--- src/bfec_pkg.sv ---
`default_nettype none

package bfec_pkg;

  // fixed field geometry
  localparam int WORD_BITS      = 32;
  localparam int COUNT_BITS     = 48;
  localparam int MAX_FRAME_BITS = 65536;

  localparam int VCNT_W  = 6;
  localparam int POP_W   = $clog2(WORD_BITS + 1);
  localparam int FACC_W  = $clog2(MAX_FRAME_BITS + 1);
  localparam int SLOT_W  = 8;
  localparam int BATCH_W = 9;
  localparam int LIMIT_W = 32;

  localparam int CFG_IDX_W  = 4;
  localparam int CFG_DATA_W = 32;

  localparam int Q_DEPTH = 2;

  localparam logic [COUNT_BITS-1:0] CNT_MAX = '1;
  localparam logic [BATCH_W-1:0]    MOD_MAX = BATCH_W'(1 << SLOT_W);

  // register indexes
  typedef enum logic [CFG_IDX_W-1:0] {
    CFG_FRAME_ERROR_LIMIT = 4'd0,
    CFG_FRAMES_PER_BATCH  = 4'd1
  } cfg_idx_t;

  // input modes
  localparam logic MODE_COMPARE = 1'b0;
  localparam logic MODE_CLEAR   = 1'b1;

  typedef struct packed {
    logic                  mode;
    logic [WORD_BITS-1:0]  reference_bits;
    logic [WORD_BITS-1:0]  decoded_bits;
    logic [VCNT_W-1:0]     valid_count;
    logic                  frame_last;
    logic                  stop_request;
  } in_item_t;

  typedef struct packed {
    logic                   frame_had_errors;
    logic [SLOT_W-1:0]      frame_slot;
    logic [FACC_W-1:0]      frame_bit_errors;
    logic [COUNT_BITS-1:0]  total_bit_errors;
    logic [COUNT_BITS-1:0]  total_frame_errors;
    logic [COUNT_BITS-1:0]  total_frames;
    logic                   limit_reached;
  } out_item_t;

  // classified word between front and back
  typedef struct packed {
    logic              clear;
    logic              last;
    logic              stop;
    logic [POP_W-1:0]  errs;
  } fq_entry_t;

  typedef struct packed {
    logic [LIMIT_W-1:0]  frame_error_limit;
    logic [BATCH_W-1:0]  frames_per_batch;
  } cfg_t;

endpackage

`default_nettype wire

--- src/bit_frame_error_counter_unit.sv ---
// result path: a frame's closing word is taken from the queue by the back part, and its
//   result is registered once the result register is free
// throughput: one word per cycle while the queue has room and no result stalls a closing word
// reset: rst_n synchronous, active low; counters, queue and valid flags clear,
//   frame_error_limit returns to 100 and frames_per_batch to 1
`default_nettype none

module bit_frame_error_counter_unit
  import bfec_pkg::*;
#(
  parameter int QUEUE_DEPTH = Q_DEPTH
) (
  input  logic                  clk,
  input  logic                  rst_n,
  // input channel
  input  logic                  in_valid,
  output logic                  in_stall,
  input  in_item_t              in_data,
  // result channel
  output logic                  out_valid,
  input  logic                  out_stall,
  output out_item_t             out_data,
  // configuration writes
  input  logic                  cfg_valid,
  output logic                  cfg_ready,
  input  logic [CFG_IDX_W-1:0]  cfg_index,
  input  logic [CFG_DATA_W-1:0] cfg_data
);

  localparam logic [LIMIT_W-1:0] LIMIT_RESET = LIMIT_W'(100);
  localparam logic [BATCH_W-1:0] BATCH_RESET = BATCH_W'(1);

  cfg_t      cfg_r;
  fq_entry_t fr_entry;
  fq_entry_t q_head;
  logic      q_full;
  logic      q_valid;
  logic      q_take;
  logic      push;

  // register file: writes are always accepted, cfg_ready is tied high
  assign cfg_ready = 1'b1;

  always_ff @(posedge clk) begin
    if (!rst_n) begin
      cfg_r.frame_error_limit <= LIMIT_RESET;
      cfg_r.frames_per_batch  <= BATCH_RESET;
    end else if (cfg_valid && cfg_ready) begin
      // writes to unknown indexes are dropped
      if (cfg_index == CFG_FRAME_ERROR_LIMIT) begin
        cfg_r.frame_error_limit <= cfg_data[LIMIT_W-1:0];
      end else if (cfg_index == CFG_FRAMES_PER_BATCH) begin
        cfg_r.frames_per_batch <= cfg_data[BATCH_W-1:0];
      end
    end
  end

  // front: mask, compare and count the differing bits of each word
  bfec_front u_front (
    .item  (in_data),
    .entry (fr_entry)
  );

  // a transfer is taken whenever the queue has room, independent of the result side
  assign in_stall = q_full;
  assign push     = in_valid && !q_full;

  bfec_queue #(
    .DEPTH (QUEUE_DEPTH)
  ) u_queue (
    .clk       (clk),
    .rst_n     (rst_n),
    .push      (push),
    .push_data (fr_entry),
    .full      (q_full),
    .pop_valid (q_valid),
    .pop       (q_take),
    .pop_data  (q_head)
  );

  // back: frame accumulation, totals, slot counter and result register;
  // middle words and clears drain even while a result waits
  bfec_back u_back (
    .clk       (clk),
    .rst_n     (rst_n),
    .cfg       (cfg_r),
    .q_valid   (q_valid),
    .q_entry   (q_head),
    .q_take    (q_take),
    .out_valid (out_valid),
    .out_stall (out_stall),
    .out_data  (out_data)
  );

endmodule

`default_nettype wire

--- src/bfec_front.sv ---
`default_nettype none

module bfec_front
  import bfec_pkg::*;
(
  input  in_item_t  item,
  output fq_entry_t entry
);

  logic [VCNT_W-1:0]    n_valid;
  logic [WORD_BITS-1:0] mask;
  logic [WORD_BITS-1:0] diff;

  function automatic logic n_valid_raw_gt();
    return (32'(item.valid_count) > 32'(WORD_BITS));
  endfunction

  always_comb begin
    // counts above the word size count as a full word
    if (n_valid_raw_gt()) begin
      n_valid = VCNT_W'(WORD_BITS);
    end else begin
      n_valid = item.valid_count;
    end
    for (int i = 0; i < WORD_BITS; i++) begin
      mask[i] = (n_valid > VCNT_W'(i));
    end
    diff = (item.reference_bits ^ item.decoded_bits) & mask;

    entry.clear = (item.mode == MODE_CLEAR);
    entry.last  = item.frame_last;
    entry.stop  = item.stop_request;
    entry.errs  = POP_W'($countones(diff));
  end

endmodule

`default_nettype wire

--- src/bfec_queue.sv ---
`default_nettype none

module bfec_queue
  import bfec_pkg::*;
#(
  parameter int DEPTH = Q_DEPTH
) (
  input  logic      clk,
  input  logic      rst_n,
  input  logic      push,
  input  fq_entry_t push_data,
  output logic      full,
  output logic      pop_valid,
  input  logic      pop,
  output fq_entry_t pop_data
);

  localparam int PTR_W = (DEPTH > 1) ? $clog2(DEPTH) : 1;
  localparam int CNT_W = $clog2(DEPTH + 1);
  localparam logic [PTR_W-1:0] PTR_LAST = PTR_W'(DEPTH - 1);

  fq_entry_t        mem_r [DEPTH];
  logic [PTR_W-1:0] wr_ptr_r, rd_ptr_r;
  logic [CNT_W-1:0] count_r;

  assign full      = (count_r == CNT_W'(DEPTH));
  assign pop_valid = (count_r != '0);
  assign pop_data  = mem_r[rd_ptr_r];

  always_ff @(posedge clk) begin
    if (!rst_n) begin
      wr_ptr_r <= '0;
      rd_ptr_r <= '0;
      count_r  <= '0;
    end else begin
      if (push) begin
        wr_ptr_r <= (wr_ptr_r == PTR_LAST) ? '0 : wr_ptr_r + 1'b1;
      end
      if (pop) begin
        rd_ptr_r <= (rd_ptr_r == PTR_LAST) ? '0 : rd_ptr_r + 1'b1;
      end
      if (push && !pop) begin
        count_r <= count_r + 1'b1;
      end else if (pop && !push) begin
        count_r <= count_r - 1'b1;
      end
    end
  end

  always_ff @(posedge clk) begin
    if (push) begin
      mem_r[wr_ptr_r] <= push_data;
    end
  end

endmodule

`default_nettype wire

--- src/bfec_back.sv ---
`default_nettype none

module bfec_back
  import bfec_pkg::*;
(
  input  logic      clk,
  input  logic      rst_n,
  input  cfg_t      cfg,
  input  logic      q_valid,
  input  fq_entry_t q_entry,
  output logic      q_take,
  output logic      out_valid,
  input  logic      out_stall,
  output out_item_t out_data
);

  localparam int FSUM_W = FACC_W + 1;
  localparam int TSUM_W = COUNT_BITS + 1;
  localparam int CMP_W  = (COUNT_BITS > LIMIT_W) ? COUNT_BITS : LIMIT_W;

  logic [FACC_W-1:0]     acc_r;
  logic [COUNT_BITS-1:0] bt_r, fe_r, ft_r;
  logic [SLOT_W-1:0]     slot_r;
  logic                  out_valid_r;
  out_item_t             out_data_r;

  logic [FSUM_W-1:0]     acc_sum;
  logic [FACC_W-1:0]     acc_new;
  logic [BATCH_W-1:0]    modv;
  logic [SLOT_W-1:0]     slot_cur, slot_nxt;
  logic [BATCH_W-1:0]    slot_inc;
  logic                  had;
  logic [TSUM_W-1:0]     bt_sum, fe_sum, ft_sum;
  logic [COUNT_BITS-1:0] bt_nxt, fe_nxt, ft_nxt;
  logic                  limit;
  logic                  out_free;
  logic                  closes;

  // an output slot is free when empty or drained this cycle
  assign out_free = !out_valid_r || !out_stall;
  assign q_take   = q_valid && (q_entry.clear || !q_entry.last || out_free);
  assign closes   = q_take && !q_entry.clear && q_entry.last;

  always_comb begin
    acc_sum = {1'b0, acc_r} + FSUM_W'(q_entry.errs);
    acc_new = (acc_sum > FSUM_W'(MAX_FRAME_BITS)) ? FACC_W'(MAX_FRAME_BITS)
                                                  : acc_sum[FACC_W-1:0];

    priority if (cfg.frames_per_batch == '0) begin
      modv = BATCH_W'(1);
    end else if (cfg.frames_per_batch > MOD_MAX) begin
      modv = MOD_MAX;
    end else begin
      modv = cfg.frames_per_batch;
    end
    slot_cur = ({1'b0, slot_r} >= modv) ? '0 : slot_r;
    slot_inc = {1'b0, slot_cur} + 1'b1;
    slot_nxt = (slot_inc >= modv) ? '0 : slot_inc[SLOT_W-1:0];

    had    = (acc_new != '0);
    bt_sum = {1'b0, bt_r} + TSUM_W'(acc_new);
    fe_sum = {1'b0, fe_r} + TSUM_W'(had);
    ft_sum = {1'b0, ft_r} + TSUM_W'(1);
    bt_nxt = bt_sum[COUNT_BITS] ? CNT_MAX : bt_sum[COUNT_BITS-1:0];
    fe_nxt = fe_sum[COUNT_BITS] ? CNT_MAX : fe_sum[COUNT_BITS-1:0];
    ft_nxt = ft_sum[COUNT_BITS] ? CNT_MAX : ft_sum[COUNT_BITS-1:0];
    limit  = (CMP_W'(fe_nxt) >= CMP_W'(cfg.frame_error_limit)) || q_entry.stop;
  end

  always_ff @(posedge clk) begin
    if (!rst_n) begin
      acc_r       <= '0;
      bt_r        <= '0;
      fe_r        <= '0;
      ft_r        <= '0;
      slot_r      <= '0;
      out_valid_r <= 1'b0;
    end else begin
      if (q_take) begin
        if (q_entry.clear) begin
          acc_r  <= '0;
          bt_r   <= '0;
          fe_r   <= '0;
          ft_r   <= '0;
          slot_r <= '0;
        end else if (!q_entry.last) begin
          acc_r <= acc_new;
        end else begin
          acc_r  <= '0;
          bt_r   <= bt_nxt;
          fe_r   <= fe_nxt;
          ft_r   <= ft_nxt;
          slot_r <= slot_nxt;
        end
      end
      if (closes) begin
        out_valid_r <= 1'b1;
      end else if (!out_stall) begin
        out_valid_r <= 1'b0;
      end
    end
  end

  always_ff @(posedge clk) begin
    if (closes) begin
      out_data_r.frame_had_errors   <= had;
      out_data_r.frame_slot         <= slot_cur;
      out_data_r.frame_bit_errors   <= acc_new;
      out_data_r.total_bit_errors   <= bt_nxt;
      out_data_r.total_frame_errors <= fe_nxt;
      out_data_r.total_frames       <= ft_nxt;
      out_data_r.limit_reached      <= limit;
    end
  end

  assign out_valid = out_valid_r;
  assign out_data  = out_data_r;

  a_clear_zeroes : assert property (@(posedge clk) disable iff (!rst_n)
    q_take && q_entry.clear |=> acc_r == '0 && slot_r == '0 && ft_r == '0 && fe_r == '0)
    else $error("counters not cleared");

  a_acc_bound : assert property (@(posedge clk) disable iff (!rst_n)
    32'(acc_r) <= 32'(MAX_FRAME_BITS))
    else $error("frame accumulator past saturation");

  a_close_emits : assert property (@(posedge clk) disable iff (!rst_n)
    closes |=> out_valid_r && out_data_r.total_frames != '0)
    else $error("closed frame gave no result");

  a_no_overwrite : assert property (@(posedge clk) disable iff (!rst_n)
    closes |-> out_free)
    else $error("result register overwritten while stalled");

endmodule

`default_nettype wire

--- config.mk ---
export PLATFORM = sky130hd
export DESIGN_NAME = bit_frame_error_counter_unit
export DESIGN_NICKNAME = d
export VERILOG_FILES = /design/src/bfec_pkg.sv /design/src/bit_frame_error_counter_unit.sv /design/src/bfec_front.sv /design/src/bfec_queue.sv /design/src/bfec_back.sv
export SDC_FILE = /design/constraint.sdc
export NUM_CORES = 1
export LEC_CHECK = 0
export BUFFER_PORTS_ARGS = -buffer_cell sky130_fd_sc_hd__buf_4
export CAP_MARGIN = 25
export CORE_MARGIN = 3
export CORE_UTILIZATION = 30
export DETAILED_ROUTE_END_ITERATION = 6
export GPL_TIMING_DRIVEN = 1
export SYNTH_ARGS = -nofsm -noshare
export SYNTH_HDL_FRONTEND = slang
export SYNTH_SLANG_ARGS = --single-unit
--- constraint.sdc ---
create_clock -name clk -period 18.9 [get_ports clk]
set_input_delay 5.67 -clock clk [delete_from_list [all_inputs] [get_ports clk]]
set_output_delay 5.67 -clock clk [all_outputs]
set_load 0.03 [all_outputs]
# Yosys cells after proc, flatten, opt, wreduce, memory -nomap -nowiden
# Memories as Yosys holds them, arrays and structs flattened. A register that Yosys moved wholly into a read port is not among the register bits.
# Index checks and enable logic that the tools add are counted.
[word_totals] reg_bits=386 memories=1 wordCells=158 ram_bits=18
[op_classes] add_sub_neg=40 magnitude_cmp=38 muxes=29 reduce_logical=26 n_eq_ne=3 n_bitwise=3
[memory_table] memory="u_queue.mem_r" words=2 word_bits=9 read_ports=1 rd_ports_with_merged_regs=1 wr=1 line="bfec_queue.sv:22" rtl="fq_entry_t mem_r [DEPTH];"
[ops] operator="2-to-1 mux 48 bit" n=9
[ops] operator="greater-than comparator 6 x 5 -> 1 bit, second input constant" n=16
[ops] operator="adder 6 bit" n=15
[ops] operator="2-to-1 mux 17 bit" n=3
[ops] operator="adder 48 x 1 -> 49 bit" n=1
[ops] operator="adder 48 x 1 -> 49 bit, second input constant" n=1
[ops] operator="adder 48 x 17 -> 49 bit" n=1
[ops] operator="greater-or-equal comparator 48 x 32 -> 1 bit" n=1
[ops] operator="greater-than comparator 6 x 4 -> 1 bit, second input constant" n=8
[ops] operator="adder 1 x 1 -> 2 bit" n=16
[ops] operator="bitwise AND 32 bit" n=1
[ops] operator="2-to-1 mux 8 bit" n=4
[ops] operator="bitwise XOR 32 bit" n=1
[ops] operator="greater-than comparator 6 x 3 -> 1 bit, second input constant" n=4
[ops] operator="adder 17 x 6 -> 18 bit" n=1
[ops] operator="greater-than comparator 18 x 17 -> 1 bit, second input constant" n=1
[ops] operator="2-to-1 mux 9 bit" n=2
[ops] operator="nonzero test 17 bit" n=1
[ops] operator="greater-than comparator 6 x 1 -> 1 bit, second input constant" n=2
[ops] operator="greater-than comparator 6 x 2 -> 1 bit, second input constant" n=2
[ops] operator="adder 8 x 1 -> 9 bit, second input constant" n=1
[ops] operator="greater-or-equal comparator 8 x 9 -> 1 bit" n=1
[ops] operator="greater-or-equal comparator 9 bit" n=1
[ops] operator="greater-than comparator 9 bit, second input constant" n=1
[ops] operator="other kinds (19)" n=45

# Longest topological paths before layout
[logic_depth] ltp_word=10 ltp_mapped=30 depth_no_buf=28

# Cells and area by module
# A second synthesis with hierarchy kept.
[hier_totals] cells_unflattened=2397 hier_area_um2=22422.8
[modules_own_cells] mod="bfec_back" area_per_inst_um2=18405.2 n_inst=1 cells_per_inst=1980
[modules_own_cells] mod="bit_frame_error_counter_unit" area_per_inst_um2=1665.3 n_inst=1 cells_per_inst=177
[modules_own_cells] mod="bfec_front" area_per_inst_um2=1483.9 n_inst=1 cells_per_inst=190
[modules_own_cells] mod="bfec_queue" area_per_inst_um2=868.3 n_inst=1 cells_per_inst=50

# Worst setup path after synthesis
# Ideal clock, no wire load.
[synth_timing] kind="input to register" startpoint="input port out_stall" endpoint="register u_back.bt_r[44]" slack_ns=6.470 n_path_buf=3 arrival_ns=12.344 setup_ns=0.087 cell_stages=9 t_required_ns=18.813 path_cell_list="nand2_1 > o22ai_1 > or2_2 > clkbuf_1 > inv_2 > clkbuf_1 > buf_1 > o21ai_0 > a21oi_1"
[synth_via] elab_chain_cells=5
[synth_rtl] item="start, declared" line="bit_frame_error_counter_unit.sv:21" rtl="input logic out_stall,"
[synth_rtl] item="zero test 1 bit" line="bfec_back.sv:40" rtl="assign out_free = !out_valid_r || !out_stall;"
[synth_rtl] item="logical OR 1 bit" line="bfec_back.sv:40"
[synth_rtl] item="logical OR 1 bit" line="bfec_back.sv:41" rtl="assign q_take = q_valid && (q_entry.clear || !q_entry.last || out_free);"
[synth_rtl] item="logical AND 1 bit" line="bfec_back.sv:41"
[synth_rtl] item="AND reduction 2 bit (no source line)"
[synth_rtl] item="end signal, assigned" line="bfec_back.sv:90" rtl="bt_r <= bt_nxt;"
[synth_rtl] item="end, declared" line="bfec_back.sv:22" rtl="logic [COUNT_BITS-1:0] bt_r, fe_r, ft_r;"
# No other way between the ends.
# A chain may end at the register's enable or synchronous reset.

==> run metrics <==
post-route core utilization=0.3691; biggest fanout along the worst timing path=12; DR WL/cell=roughly 17 µm; grt ovf=0; hold path depth=2; Peak Freq=0.09796 GHz; largest net degree at the start of global routing=123; Worst-Margin Slew=approximately 0.95 ns; Vias=roughly 18000; DP HPWL=roughly 42000 µm; CP Capture Type=register; Hold/Removal Path Class=register to register; pre-CTS setup slack=slightly above 8 ns; Post-synth top cells=nand2_1, dfxtp_1, edfxtp_1, o21ai_0; Root Driver=clkbuf_16; vias per inst=around 4.9; Post-synth EDFFs=roughly 190; Worst IR Drop VDD=~0.097 mV; synth top area cells=edfxtp_1, dfxtp_1, ha_1; CP most frequent cell=fa_1; post-CTS setup buffers=0; # fillers=between 7000 and 8000; status=completed; Mean Syn Cell Area=~9.5 µm²; Resized cells post-CTS=0; CTS tree=yes; Die Ht=between 200 and 300 µm; Leak=roughly 11 nW; Sw Share=0.3372; DRC Markers=0; fraction of registers with async set/reset=0; Die X-Extent=277.7 µm; fin nets=roughly 2800; Rows=99; gpl congestion=a little over 0.8; Final Cycle Share=0.5401; clock sink count=slightly above 400; Non-Filler Instances=between 3000 and 4000; Slew Limit Fails=0; post-route minimum period=between 10 and 15 ns; number of global-route vias before repair=17050; worst path arrival time=10.64 ns; ys flop type=dfxtp_1; PnR worst setup slack=a little under 9 ns; setup TNS=0 ns; I/O pins=288; layout overhead on the synthesized area=21.79%; cells after synthesis=about 2300; Post-DP Area=25220 µm²; drt total wl=between 50000 and 60000 µm; mapped cell area=22150 µm²; Port Buffers=286; critical path depth=19; cell area after layout=about 27000 µm²; Sw Pwr=just over 1 mW; Placed Cells=about 3500; Final setup viols=0; Comb pwr share=0.308; Clock Latency Late Sink=roughly 0.59 ns; Synth Net Count=approximately 2600; clock buffer depth=3; Worst R2R Path Depth=27; Final ANT Viol Nets=0; clock skew=between 0.03 and 0.04 ns; Pre-antenna DRT Iters=5; Hold WS=between 0.4 and 0.5 ns; most common cell in the netlist=nand2_1; worst path bufs/invs=4; internal power=2.034 mW; CP peak stage delay=approximately 0.55 ns; first-pass GRT wire length=95030 µm; Worst path top cell family by delay=adder cells; Initial Util=0.3031; Seq cells post-synth=a little over 400; initial antenna violation count=1; Flop pwr share=0.363; Total GRT Usage=0.1517; Synth area leader=edfxtp_1; top-area cell type share of the netlist area=0.2562; count of different cell masters after synthesis=between 80 and 90; First DRT Iteration DRCs=~1000; Cell Chain, Critical Path=buf_4 > nor2_1 > nand2_1 > nor2_1 > a211oi_1 > ha_1 > fa_1 > inv_1 > fa_1 > inv_1 > fa_1 > fa_1 > fa_1 > ha_1 > inv_1 > fa_1 > nor2b_1 > o21ai_0 > nand2b_1; Clk pwr share=0.329; Slew headroom=0.3646; kind of critical path=input pin to register; Power Dens Cells=between 100 and 150 nW/µm²; Clk pin slew, worst setup/hold paths=about 0.060 ns; Slowest cell on crit path=fa_1; Pwr Total=3.069 mW; Core Footprint=between 70000 and 80000 µm²; CTS Hold Bufs=0; Hold Vio Cnt, Final=0; Req. time, crit path=approximately 19 ns; die area=approximately 77000 µm²; Num CTS Buffers=48; layout cells sized above 1=0.1716; H-tree Lvls=2; Max Cap Viol=0; RSZ-0062 raised after global routing=false; YS warnings=0; sequential cell area fraction in the yosys report=0.4514; CP Launch Type=input pin
==> power by group through the flow <==
stage          Clock [mW]  Sequential, mW  Combinational, mW
3_3_place_gp            0            1.13              0.954
2_1_floorplan           0            1.24              0.576
4_1_cts              1.05            1.11              0.970
6_report             1.01            1.11              0.946
5_1_grt              1.08            1.12               1.08
3_5_place_dp            0            1.13              0.961
==> layout by cell type (no fill, tap or decap), types with 39 or more instances in the layout <==
cell / n
nand2_1: 305
a21oi_1: 100
xnor2_1: 95
a21boi_0: 69
a21o_1: 40
edfxtp_1: 189
dfxtp_1: 216
nor3_1: 39
o21ai_0: 148
a22o_1: 49
buf_4: 306
clkbuf_16: 51
xor2_1: 51
ha_1: 101
nor2_1: 115
a22oi_1: 43
nor2b_1: 71
nand3_1: 69
and3_1: 41
inv_1: 115
==> cell families after synthesis <==
kind of cell | share of synthesized area
AND/OR/NAND/NOR | 0.1825
AO/OA/AOI/OAI | 0.1719
flip-flops | 0.4514
buffers and inverters | 0.04033
XOR/XNOR | 0.05773
adder cells (fa/ha/maj) | 0.08236
multiplexers | 0.01361
other | 0.0001693
==> routing by layer <==
metal  vias to the layer above  wire, µm  global-route usage  part of all wire
li1                       8811         -                   -                 -
met1                      8305     27760              0.2042              0.46
met2                       394     27790              0.2500              0.46
met3                        77      2871             0.02626             0.048
met4                         0      1519             0.04400             0.025
met5                         -         0                   0                 0
==> worst reg2reg max path: cells and delay by family (launching register included) <==
kind	cells	cell delay (ns)
multiplexers	1	0.42
AND/OR/NAND/NOR	11	4.44
AO/OA/AOI/OAI	8	1.83
adder cells (fa/ha/maj)	5	1.68
buffers and inverters	2	0.59
flip-flops	1	0.68
==> sequential cells by signal, summed over array words and instances (netlist names), named ones only <==
name and cells:
u_queue.wr_ptr_r 1, u_back.out_data 171, u_queue.rd_ptr_r 1, cfg_r 41
u_back.bt_r 48, u_back.out_valid 1, u_back.slot_r 8, u_back.acc_r 17
u_queue.mem_r 18, u_back.ft_r 48, u_queue.count_r 2, u_back.fe_r 48
==> final cells by class <==
cell class / instances / area [µm²] / share of cell area
Tap cell: 959 / 1200 / 0.04448
Timing Repair Buffer: 306 / 2297 / 0.08515
Sequential cell: 405 / 10000 / 0.3707
Clock buffer: 57 / 1339 / 0.04963
Inverter: 117 / 446.7 / 0.01656
Multi-Input combinational cell: 1687 / 11280 / 0.4180
Clock inverter: 33 / 415.4 / 0.01540
Antenna cell: 1 / 2.502 / 0.00009276
==> worst paths after layout <==
kind,end,slack (ns),from
setup / recovery,u_queue.mem_r[1][5],8.69,in_data[7]
hold / removal,cfg_r[27],0.46,cfg_r[27]
setup reg to reg,u_back.out_data[0],9.02,register
hold reg to reg,cfg_r[27],0.46,cfg_r[27]
Power figures use the tool's default switching activity.
